## src/rtl/core/assert_macros.svh

```systemverilog
// Assertion macros for the RTL files of the block pool.
`ifndef ASSERT_MACROS_SVH
`define ASSERT_MACROS_SVH

`ifndef SYNTH

// Property must hold at every clock edge outside reset.
`define MSBP_ASSERT(lbl, prop, msg) \
  lbl: assert property (@(posedge clk_i) disable iff (!rst_ni) (prop)) else $error(msg);

// Expression must never be true outside reset.
`define MSBP_ASSERT_NEVER(lbl, expr, msg) \
  lbl: assert property (@(posedge clk_i) disable iff (!rst_ni) !(expr)) else $error(msg);

`else

`define MSBP_ASSERT(lbl, prop, msg)
`define MSBP_ASSERT_NEVER(lbl, expr, msg)

`endif

`endif

```

## src/rtl/core/msbp_pkg.sv

```systemverilog
// Constants, types and codes of the multi-stack block pool.
package msbp_pkg;

  localparam int unsigned STACKS        = 1024;
  localparam int unsigned BLOCK_ENTRIES = 8;
  localparam int unsigned POOL_BLOCKS   = 4096;
  localparam int unsigned WORD_BITS     = 32;

  // STACKS, BLOCK_ENTRIES and POOL_BLOCKS are powers of two
  localparam int unsigned SID_W   = $clog2(STACKS);
  localparam int unsigned BLK_W   = $clog2(POOL_BLOCKS);
  localparam int unsigned FILL_W  = $clog2(BLOCK_ENTRIES + 1);
  localparam int unsigned SLOT_W  = $clog2(BLOCK_ENTRIES);
  localparam int unsigned ENT_W   = BLK_W + SLOT_W;
  localparam int unsigned NFB_W   = BLK_W + 1;
  localparam int unsigned ENTRIES = POOL_BLOCKS * BLOCK_ENTRIES;

  // Fixed port field widths
  localparam int unsigned OP_W     = 1;
  localparam int unsigned ID_W     = 10;
  localparam int unsigned VAL_W    = 32;
  localparam int unsigned POP_W    = 32;
  localparam int unsigned STATUS_W = 2;

  typedef enum logic [OP_W-1:0] {
    OP_PUSH = 1'b0,
    OP_POP  = 1'b1
  } op_e;

  typedef enum logic [STATUS_W-1:0] {
    ST_PUSH  = 2'd0,
    ST_POP   = 2'd1,
    ST_EMPTY = 2'd2,
    ST_FULL  = 2'd3
  } status_e;

  typedef enum logic [2:0] {
    S_CLEAR,
    S_IDLE,
    S_STK,
    S_BLK,
    S_FWD,
    S_BACK,
    S_ALLOC,
    S_DONE
  } state_e;

  typedef logic [WORD_BITS-1:0] word_t;

  // Per-stack descriptor
  typedef struct packed {
    logic             held;
    logic [BLK_W-1:0] cur;
    logic [BLK_W-1:0] high;
  } stk_word_t;

  // Per-block descriptor
  typedef struct packed {
    logic [SID_W-1:0]  owner;
    logic [FILL_W-1:0] fill;
  } blk_word_t;

  localparam int unsigned STK_BITS = 1 + 2 * BLK_W;
  localparam int unsigned BLKD_BITS = SID_W + FILL_W;

  typedef struct packed {
    logic             we;
    logic [SID_W-1:0] waddr;
    stk_word_t        wdata;
    logic             re;
    logic [SID_W-1:0] raddr;
  } stk_req_t;

  typedef struct packed {
    logic             we;
    logic [BLK_W-1:0] waddr;
    blk_word_t        wdata;
    logic             re;
    logic [BLK_W-1:0] raddr;
  } blk_req_t;

  typedef struct packed {
    logic             we;
    logic [ENT_W-1:0] waddr;
    word_t            wdata;
    logic             re;
    logic [ENT_W-1:0] raddr;
  } ent_req_t;

endpackage

```

## src/rtl/core/msbp_if.sv

```systemverilog
// Valid/ready channel interfaces for requests and results.
interface msbp_in_if;
  logic                        valid;
  logic                        ready;
  logic [msbp_pkg::OP_W-1:0]   operation;
  logic [msbp_pkg::ID_W-1:0]   stack_id;
  logic [msbp_pkg::VAL_W-1:0]  push_value;

  modport source (output valid, output operation, output stack_id, output push_value,
                  input ready);
  modport sink   (input valid, input operation, input stack_id, input push_value,
                  output ready);
endinterface

interface msbp_out_if;
  logic                           valid;
  logic                           ready;
  logic [msbp_pkg::POP_W-1:0]     pop_value;
  logic [msbp_pkg::STATUS_W-1:0]  status;

  modport source (output valid, output pop_value, output status, input ready);
  modport sink   (input valid, input pop_value, input status, output ready);
endinterface

```

## src/rtl/core/msbp_ctrl.sv

```systemverilog
// Sequencer: stack/block table walks, allocation and the result register.
`include "assert_macros.svh"

module msbp_ctrl (
  input  logic                clk_i,
  input  logic                rst_ni,
  msbp_in_if.sink             in_i,
  msbp_out_if.source          out_o,
  output msbp_pkg::stk_req_t  stk_req_o,
  input  msbp_pkg::stk_word_t stk_rdata_i,
  output msbp_pkg::blk_req_t  blk_req_o,
  input  msbp_pkg::blk_word_t blk_rdata_i,
  output msbp_pkg::ent_req_t  ent_req_o,
  input  msbp_pkg::word_t     ent_rdata_i
);

  localparam logic [msbp_pkg::FILL_W-1:0] FULL_FILL =
    msbp_pkg::FILL_W'(msbp_pkg::BLOCK_ENTRIES);

  msbp_pkg::state_e  state_q, state_d;
  logic [msbp_pkg::SID_W-1:0] clr_q, clr_d;
  logic [msbp_pkg::NFB_W-1:0] nfb_q, nfb_d;
  logic                       out_valid_q, out_valid_d;

  msbp_pkg::op_e              op_q, op_d;
  logic [msbp_pkg::SID_W-1:0] sid_q, sid_d;
  msbp_pkg::word_t            val_q, val_d;
  logic [msbp_pkg::BLK_W-1:0] cur_q, cur_d;
  logic [msbp_pkg::BLK_W-1:0] high_q, high_d;
  logic [msbp_pkg::BLK_W-1:0] blk_q, blk_d;
  msbp_pkg::status_e          st_q, st_d;
  logic [msbp_pkg::POP_W-1:0] pop_value_q, pop_value_d;
  msbp_pkg::status_e          status_q, status_d;

  // shared step unit: next/previous block index of the walk
  logic [msbp_pkg::NFB_W-1:0] step_base;
  logic [msbp_pkg::NFB_W-1:0] step_inc;
  logic [msbp_pkg::BLK_W-1:0] step_dec;
  logic                       step_past_high;

  // common push write
  logic                        push_go;
  logic [msbp_pkg::BLK_W-1:0]  wr_blk;
  logic [msbp_pkg::FILL_W-1:0] wr_fill;
  logic [msbp_pkg::BLK_W-1:0]  wr_high;

  always_comb begin
    step_base      = (state_q == msbp_pkg::S_BLK) ? {1'b0, cur_q} : {1'b0, blk_q};
    step_inc       = step_base + 1'b1;
    step_dec       = step_base[msbp_pkg::BLK_W-1:0] - 1'b1;
    step_past_high = step_inc > {1'b0, high_q};
  end

  always_comb begin
    state_d     = state_q;
    clr_d       = clr_q;
    nfb_d       = nfb_q;
    op_d        = op_q;
    sid_d       = sid_q;
    val_d       = val_q;
    cur_d       = cur_q;
    high_d      = high_q;
    blk_d       = blk_q;
    st_d        = st_q;
    pop_value_d = pop_value_q;
    status_d    = status_q;
    out_valid_d = out_valid_q & ~out_o.ready;
    in_i.ready  = 1'b0;
    stk_req_o   = '0;
    blk_req_o   = '0;
    ent_req_o   = '0;
    push_go     = 1'b0;
    wr_blk      = cur_q;
    wr_fill     = '0;
    wr_high     = high_q;

    case (state_q)
      msbp_pkg::S_CLEAR: begin
        stk_req_o.we    = 1'b1;
        stk_req_o.waddr = clr_q;
        clr_d           = clr_q + 1'b1;
        if (clr_q == msbp_pkg::SID_W'(msbp_pkg::STACKS - 1)) begin
          state_d = msbp_pkg::S_IDLE;
        end
      end

      msbp_pkg::S_IDLE: begin
        in_i.ready = 1'b1;
        if (in_i.valid) begin
          op_d            = msbp_pkg::op_e'(in_i.operation);
          sid_d           = msbp_pkg::SID_W'(in_i.stack_id);
          val_d           = msbp_pkg::word_t'(in_i.push_value);
          stk_req_o.re    = 1'b1;
          stk_req_o.raddr = msbp_pkg::SID_W'(in_i.stack_id);
          state_d         = msbp_pkg::S_STK;
        end
      end

      msbp_pkg::S_STK: begin
        cur_d  = stk_rdata_i.cur;
        high_d = stk_rdata_i.high;
        if (!stk_rdata_i.held) begin
          if (op_q == msbp_pkg::OP_PUSH) begin
            state_d = msbp_pkg::S_ALLOC;
          end else begin
            st_d    = msbp_pkg::ST_EMPTY;
            state_d = msbp_pkg::S_DONE;
          end
        end else begin
          blk_req_o.re    = 1'b1;
          blk_req_o.raddr = stk_rdata_i.cur;
          state_d         = msbp_pkg::S_BLK;
        end
      end

      msbp_pkg::S_BLK: begin
        if (op_q == msbp_pkg::OP_PUSH) begin
          if (blk_rdata_i.fill < FULL_FILL) begin
            push_go = 1'b1;
            wr_blk  = cur_q;
            wr_fill = blk_rdata_i.fill;
          end else if (step_past_high) begin
            state_d = msbp_pkg::S_ALLOC;
          end else begin
            blk_d           = step_inc[msbp_pkg::BLK_W-1:0];
            blk_req_o.re    = 1'b1;
            blk_req_o.raddr = step_inc[msbp_pkg::BLK_W-1:0];
            state_d         = msbp_pkg::S_FWD;
          end
        end else if (blk_rdata_i.fill == '0) begin
          st_d    = msbp_pkg::ST_EMPTY;
          state_d = msbp_pkg::S_DONE;
        end else begin
          ent_req_o.re          = 1'b1;
          ent_req_o.raddr       = {cur_q, msbp_pkg::SLOT_W'(blk_rdata_i.fill - 1'b1)};
          blk_req_o.we          = 1'b1;
          blk_req_o.waddr       = cur_q;
          blk_req_o.wdata.owner = blk_rdata_i.owner;
          blk_req_o.wdata.fill  = blk_rdata_i.fill - 1'b1;
          st_d                  = msbp_pkg::ST_POP;
          // block now empty: walk back to the previous block of this stack
          if (blk_rdata_i.fill == msbp_pkg::FILL_W'(1) && cur_q != '0) begin
            blk_d           = step_dec;
            blk_req_o.re    = 1'b1;
            blk_req_o.raddr = step_dec;
            state_d         = msbp_pkg::S_BACK;
          end else begin
            state_d = msbp_pkg::S_DONE;
          end
        end
      end

      msbp_pkg::S_FWD: begin
        if (blk_rdata_i.owner == sid_q && blk_rdata_i.fill < FULL_FILL) begin
          push_go = 1'b1;
          wr_blk  = blk_q;
          wr_fill = blk_rdata_i.fill;
        end else if (step_past_high) begin
          state_d = msbp_pkg::S_ALLOC;
        end else begin
          blk_d           = step_inc[msbp_pkg::BLK_W-1:0];
          blk_req_o.re    = 1'b1;
          blk_req_o.raddr = step_inc[msbp_pkg::BLK_W-1:0];
        end
      end

      msbp_pkg::S_BACK: begin
        if (blk_rdata_i.owner == sid_q) begin
          stk_req_o.we         = 1'b1;
          stk_req_o.waddr      = sid_q;
          stk_req_o.wdata.held = 1'b1;
          stk_req_o.wdata.cur  = blk_q;
          stk_req_o.wdata.high = high_q;
          state_d              = msbp_pkg::S_DONE;
        end else if (blk_q == '0) begin
          // no earlier block: the stack keeps its empty block
          state_d = msbp_pkg::S_DONE;
        end else begin
          blk_d           = step_dec;
          blk_req_o.re    = 1'b1;
          blk_req_o.raddr = step_dec;
        end
      end

      msbp_pkg::S_ALLOC: begin
        if (nfb_q >= msbp_pkg::NFB_W'(msbp_pkg::POOL_BLOCKS)) begin
          st_d    = msbp_pkg::ST_FULL;
          state_d = msbp_pkg::S_DONE;
        end else begin
          push_go = 1'b1;
          wr_blk  = nfb_q[msbp_pkg::BLK_W-1:0];
          wr_fill = '0;
          wr_high = nfb_q[msbp_pkg::BLK_W-1:0];
          nfb_d   = nfb_q + 1'b1;
        end
      end

      msbp_pkg::S_DONE: begin
        if (!out_valid_q || out_o.ready) begin
          out_valid_d = 1'b1;
          status_d    = st_q;
          pop_value_d = (st_q == msbp_pkg::ST_POP) ?
                        msbp_pkg::POP_W'(ent_rdata_i) : '0;
          state_d     = msbp_pkg::S_IDLE;
        end
      end

      default: begin
        state_d = msbp_pkg::S_IDLE;
      end
    endcase

    if (push_go) begin
      ent_req_o.we          = 1'b1;
      ent_req_o.waddr       = {wr_blk, wr_fill[msbp_pkg::SLOT_W-1:0]};
      ent_req_o.wdata       = val_q;
      blk_req_o.we          = 1'b1;
      blk_req_o.waddr       = wr_blk;
      blk_req_o.wdata.owner = sid_q;
      blk_req_o.wdata.fill  = wr_fill + 1'b1;
      stk_req_o.we          = 1'b1;
      stk_req_o.waddr       = sid_q;
      stk_req_o.wdata.held  = 1'b1;
      stk_req_o.wdata.cur   = wr_blk;
      stk_req_o.wdata.high  = wr_high;
      st_d                  = msbp_pkg::ST_PUSH;
      state_d               = msbp_pkg::S_DONE;
    end
  end

  always_ff @(posedge clk_i or negedge rst_ni) begin
    if (!rst_ni) begin
      state_q     <= msbp_pkg::S_CLEAR;
      clr_q       <= '0;
      nfb_q       <= '0;
      out_valid_q <= 1'b0;
    end else begin
      state_q     <= state_d;
      clr_q       <= clr_d;
      nfb_q       <= nfb_d;
      out_valid_q <= out_valid_d;
    end
  end

  always_ff @(posedge clk_i) begin
    op_q        <= op_d;
    sid_q       <= sid_d;
    val_q       <= val_d;
    cur_q       <= cur_d;
    high_q      <= high_d;
    blk_q       <= blk_d;
    st_q        <= st_d;
    pop_value_q <= pop_value_d;
    status_q    <= status_d;
  end

  assign out_o.valid     = out_valid_q;
  assign out_o.pop_value = pop_value_q;
  assign out_o.status    = status_q;

  `MSBP_ASSERT_NEVER(a_nfb_range, nfb_q > msbp_pkg::NFB_W'(msbp_pkg::POOL_BLOCKS), "block pointer past pool")
  `MSBP_ASSERT(a_nfb_step, (nfb_q != $past(nfb_q)) |-> (nfb_q == $past(nfb_q) + 1'b1), "block pointer jumped")
  `MSBP_ASSERT(a_ent_write_push, ent_req_o.we |-> (op_q == msbp_pkg::OP_PUSH), "entry written on pop")
  `MSBP_ASSERT(a_fill_bound, blk_req_o.we |-> (blk_req_o.wdata.fill <= FULL_FILL), "block overfilled")
  `MSBP_ASSERT(a_fwd_bound, (state_q == msbp_pkg::S_FWD) |-> (blk_q <= high_q), "forward walk past newest block")

endmodule

```

## src/flat_wrapper.sv

```systemverilog
// flat-port wrapper written by rule: the top's interface ports become plain ports
module msbp_ctrl_flat 
  (clk_i, rst_ni, stk_req_o, stk_rdata_i, blk_req_o, blk_rdata_i, ent_req_o, ent_rdata_i, in_i_valid, in_i_operation, in_i_stack_id, in_i_push_value, in_i_ready, out_o_valid, out_o_pop_value, out_o_status, out_o_ready);
  msbp_in_if in_i_i ();
  msbp_out_if out_o_i ();
  input  logic clk_i;
  input  logic rst_ni;
  output msbp_pkg::stk_req_t stk_req_o;
  input  msbp_pkg::stk_word_t stk_rdata_i;
  output msbp_pkg::blk_req_t blk_req_o;
  input  msbp_pkg::blk_word_t blk_rdata_i;
  output msbp_pkg::ent_req_t ent_req_o;
  input  msbp_pkg::word_t ent_rdata_i;
  input wire logic [$bits(in_i_i.valid)-1:0] in_i_valid;
  input wire logic [$bits(in_i_i.operation)-1:0] in_i_operation;
  input wire logic [$bits(in_i_i.stack_id)-1:0] in_i_stack_id;
  input wire logic [$bits(in_i_i.push_value)-1:0] in_i_push_value;
  output wire logic [$bits(in_i_i.ready)-1:0] in_i_ready;
  output wire logic [$bits(out_o_i.valid)-1:0] out_o_valid;
  output wire logic [$bits(out_o_i.pop_value)-1:0] out_o_pop_value;
  output wire logic [$bits(out_o_i.status)-1:0] out_o_status;
  input wire logic [$bits(out_o_i.ready)-1:0] out_o_ready;
  assign in_i_i.valid = in_i_valid;
  assign in_i_i.operation = in_i_operation;
  assign in_i_i.stack_id = in_i_stack_id;
  assign in_i_i.push_value = in_i_push_value;
  assign in_i_ready = in_i_i.ready;
  assign out_o_valid = out_o_i.valid;
  assign out_o_pop_value = out_o_i.pop_value;
  assign out_o_status = out_o_i.status;
  assign out_o_i.ready = out_o_ready;
  msbp_ctrl u_core (.clk_i(clk_i), .rst_ni(rst_ni), .in_i(in_i_i), .out_o(out_o_i), .stk_req_o(stk_req_o), .stk_rdata_i(stk_rdata_i), .blk_req_o(blk_req_o), .blk_rdata_i(blk_rdata_i), .ent_req_o(ent_req_o), .ent_rdata_i(ent_rdata_i));
endmodule
```

## config.mk

```make
export PLATFORM = sky130hd
export DESIGN_NAME = msbp_ctrl_flat
export DESIGN_NICKNAME = d
export VERILOG_FILES = /design/src/rtl/core/msbp_pkg.sv /design/src/rtl/core/msbp_if.sv /design/src/rtl/core/msbp_ctrl.sv /design/src/flat_wrapper.sv
export VERILOG_INCLUDE_DIRS = /design/src /design/src/rtl/core
export SDC_FILE = /design/constraint.sdc
export NUM_CORES = 1
export LEC_CHECK = 0
export BUFFER_PORTS_ARGS = -buffer_cell sky130_fd_sc_hd__buf_2
export CORE_MARGIN = 2
export CORE_UTILIZATION = 46
export CTS_CLUSTER_SIZE = 12
export DETAILED_ROUTE_END_ITERATION = 6
export GPL_ROUTABILITY_DRIVEN = 0
export PLACE_DENSITY = 0.84
export SLEW_MARGIN = 20
export SYNTH_ARGS = -nofsm -noshare
export SYNTH_HDL_FRONTEND = slang
export SYNTH_SLANG_ARGS = --single-unit
```

## constraint.sdc

```tcl
create_clock -name clk_i -period 4.5 [get_ports clk_i]
set_input_delay 0.675 -clock clk_i [delete_from_list [all_inputs] [get_ports clk_i]]
set_output_delay 0.675 -clock clk_i [all_outputs]
set_load 0.02 [all_outputs]
```

==> flow_metrics.env <==
export IMPL_hold_worst_slack_ps=257
export IMPL_cts_tree="built"
export IMPL_cts_root_buf="clkbuf_16"
export IMPL_seqCellArea_um2=4110
export IMPL_powerDensity_nw_per_um2=686
export IMPL_final_setup_viol_count=13
export IMPL_grt_setup_unrepaired="yes"
export IMPL_multiInputGateArea_um2=4290
export IMPL_slowest_stage="or4_4"
export IMPL_synth_compound_area_frac=0.137
export IMPL_post_route_cells_drive_above_1_share=0.392
export IMPL_fillers=1403
export IMPL_firstDrtPassIters=7
export IMPL_wire_per_inst_um=20.0
export IMPL_total_leakage_power_nw=5.50
export IMPL_ordered_cell_list_for_the_critical_path="and3b_2 -> mux2i_4 -> inv_1 -> ha_4 -> nand3_2 -> nor4_2 -> a31oi_1 -> xor2_1 -> ha_2 -> or4_4 -> a211oi_4 -> a211oi_4 -> nor4_4 -> buf_4 -> o21bai_4 -> buf_12 -> o22ai_4 -> buf_6"
export IMPL_die_area_um2=19700
export IMPL_cts_buffer_depth=2
export IMPL_cts_sinks=142
export IMPL_cp_data_arrival_time_ps=4130
export IMPL_die_height_um=140
export IMPL_synth_ff_type="edfxtp_1"
export IMPL_grt_total_usage=0.276
export IMPL_synth_top_area_cell="edfxtp_1"
export IMPL_ir_drop_mv=0.345
export IMPL_count_of_input_and_output_buffers=304
export IMPL_max_cap_violations=0
export IMPL_drt_drc_violations_left=0
export IMPL_synth_enable_flop_cells=113
export IMPL_critPathMaxStageDelay_ps=430
export IMPL_relSlewSlack=0.237
export IMPL_hp_class="primary input to async pin"
export IMPL_min_period_ps=4810
export IMPL_finalCritPeriodShare=1.07
export IMPL_detailroute_via_count=8120
export IMPL_clkTransAtPathRegs_ps=70
export IMPL_crit_path_end_kind="output pin"
export IMPL_synth_top_family_by_area="simple AND/OR/NAND/NOR gates"
export IMPL_number_of_buffers_and_inverters_on_the_critical_path=4
export IMPL_drtAntennaViolNets=0
export IMPL_drt_iter0_markers=824
export IMPL_die_w_um=140
export IMPL_crit_type="flip-flop to output pin"
export IMPL_setup_ws_ps=-309
export IMPL_crit_family="simple AND/OR/NAND/NOR gates"
export IMPL_row_count=49
export IMPL_post_dp_hpwl_um=20900
export IMPL_grt_remaining_overflow=0
export IMPL_setup_worst_path_start_class="flip-flop"
export IMPL_floorplan_initialDensity=0.473
export IMPL_postSynthNetCount=972
export IMPL_violations="setup timing"
export IMPL_final_setup_skew_ps=14.5
export IMPL_async_reset_ff_frac=0.190
export IMPL_grt_first_pass_wirelength_um=42500
export IMPL_synthesis_instances=833
export IMPL_synth_cell_type_count=69
export IMPL_synthesis_area_um2=8560
export IMPL_post_drt_via_cell_ratio=5.80
export IMPL_synth_simple_area_share=0.207
export IMPL_synthXorXnorAreaFrac=0.0645
export IMPL_timing_worst_slew_pin_value_ps=1140
export IMPL_grt_pass1_vias=8005
export IMPL_netlist_area_leader_share=0.396
export IMPL_yosysWarningCount=0
export IMPL_data_required_time_at_the_worst_endpoint_ps=3830
export IMPL_wl_um=27900
export IMPL_cts_htree_levels=4
export IMPL_syn_mean_instance_area_um2=10.3
export IMPL_timing_hold_violations_final=0
export IMPL_final_nets=1295
export IMPL_synth_sequential_area_ratio=0.480
export IMPL_ys_seq_elements=142
export IMPL_netlist_top_cells_area="edfxtp_1 (40%), dfrtp_1 (7.9%), and2_1 (5.0%), xnor2_1 (3.3%), xor2_1 (3.2%)"
export IMPL_count_of_hold_buffers_inserted_by_post_cts_repair=0
export IMPL_synth_adder_area_share=0.0307
export IMPL_status="finished, violations left"
export IMPL_clock_fmax_ghz=0.208
export IMPL_placeable_core_area_um2=18100
export IMPL_number_of_antenna_violations_at_the_first_check_in_global_routing=2
export IMPL_cts_buffers_inserted=17
export IMPL_worstSkewPairLatency_ps=420
export IMPL_critical_path_peak_fanout=7
export IMPL_post_synth_mux_area_share=0.0324
export IMPL_maximum_number_of_pins_on_one_net_before_global_route_repair=49
export IMPL_tns_ps=-3160
export IMPL_io_pins=305
export IMPL_cp_common_cell="a211oi_4"
export IMPL_areaGrowthSynthToFinish_pct=34.8
export IMPL_slew_limit_fails=0
==> cells in the mapped netlist (19+ instances only) <==
library cell	count
a21oi_1	19
a22o_1	30
and2_1	69
and3_1	29
clkbuf_1	33
dfrtp_1	27
edfxtp_1	113
ha_1	21
inv_1	32
mux2i_1	24
nand2_1	69
nand3_1	25
nor2_1	52
o21ai_0	19
o22ai_1	19
xnor2_1	32
xor2_1	31
==> layout by cell type (no fill, tap or decap), types with 22 or more instances in the layout <==
cell type	count
nand3_1	24
edfxtp_1	113
xnor2_1	32
nor2_1	49
inv_1	30
buf_4	62
buf_2	291
and2_1	68
a22o_1	30
and3_1	29
mux2i_1	22
nand2_1	69
xor2_1	31
dfrtp_1	27
==> stage by stage <==
step	area [µm²]	total power [mW]	setup slack [ps]	cells	utilization
global placement	10700	6.00	130	1359	0.592
CTS	11400	7.76	-230	1394	0.633
floorplan	8770	4.83	-91.8	833	-
global route	11500	8.28	-450	1398	0.638
finish	11500	7.91	-309	1400	0.638
detailed placement	10700	6.09	-6.76	1359	0.592
==> report_power, final <==
part | total (mW) | switching, mW | internal, mW | leakage [nW]
clock network | 1.54 | 0.629 | 0.906 | 0.315
logic | 4.32 | 2.66 | 1.66 | 3.76
registers | 2.05 | 0.213 | 1.84 | 1.42
total | 7.91 | 3.50 | 4.41 | 5.50
==> final timing paths <==
path                       depth (start not counted)              start                 to  slack [ps]
max                                               18  u_core.state_q[0]       blk_req_o[1]        -310
min                                                1             rst_ni    u_core.clr_q[2]         260
max reg2reg                                       18  u_core.state_q[0]  u_core.state_q[1]         200
min reg2reg                                        1    u_core.nfb_q[3]    u_core.nfb_q[3]         480
max in group asynchronous                          1             rst_ni    u_core.nfb_q[9]        3840
min in group clk_i                                 1     stk_rdata_i[1]   u_core.high_q[1]         420
==> per-layer routing <==
layer	routed length, µm	GRT usage
met5	0	0
met4	1160	0.128
met3	2920	0.0803
met2	13800	0.463
met1	10100	0.327
==> cell families (layout without fill, tap and decap cells) <==
family          after synthesis  in the layout
simple gates                324            324
compound gates              159            159
flops                       142            142
buf+inv                      97            433
xor+xnor                     63             63
mux                          27             27
fa+ha+maj                    21             21
other cells                   0              2
==> state kept, by name, summed over array words and instances, names as in the netlist, 3 cells and up <==
register,flops
u_core.blk_q,12
u_core.clr_q,10
u_core.cur_q,12
u_core.high_q,12
u_core.nfb_q,13
u_core.out_o.pop_value,32
u_core.sid_q,10
u_core.state_q,3
u_core.val_q,32
==> repair_timing <==
action                                  CTS  global route
cloned                                    0             0
resized for setup                        24            10
endpoints found under the setup margin   13            13
pin swaps                                 5             6
buffers inserted                          3             5
==> cell type report <==
cell class,instances,share of cell area
flip-flops and latches,142,0.356
clock buffers,17,0.0369
clock inverters,15,0.0182
inverters,38,0.0128
well taps,229,0.0248
multi-input cells,594,0.372
diodes,2,0.000434
repair buffers,363,0.179
(Power assumes the default switching activity.)
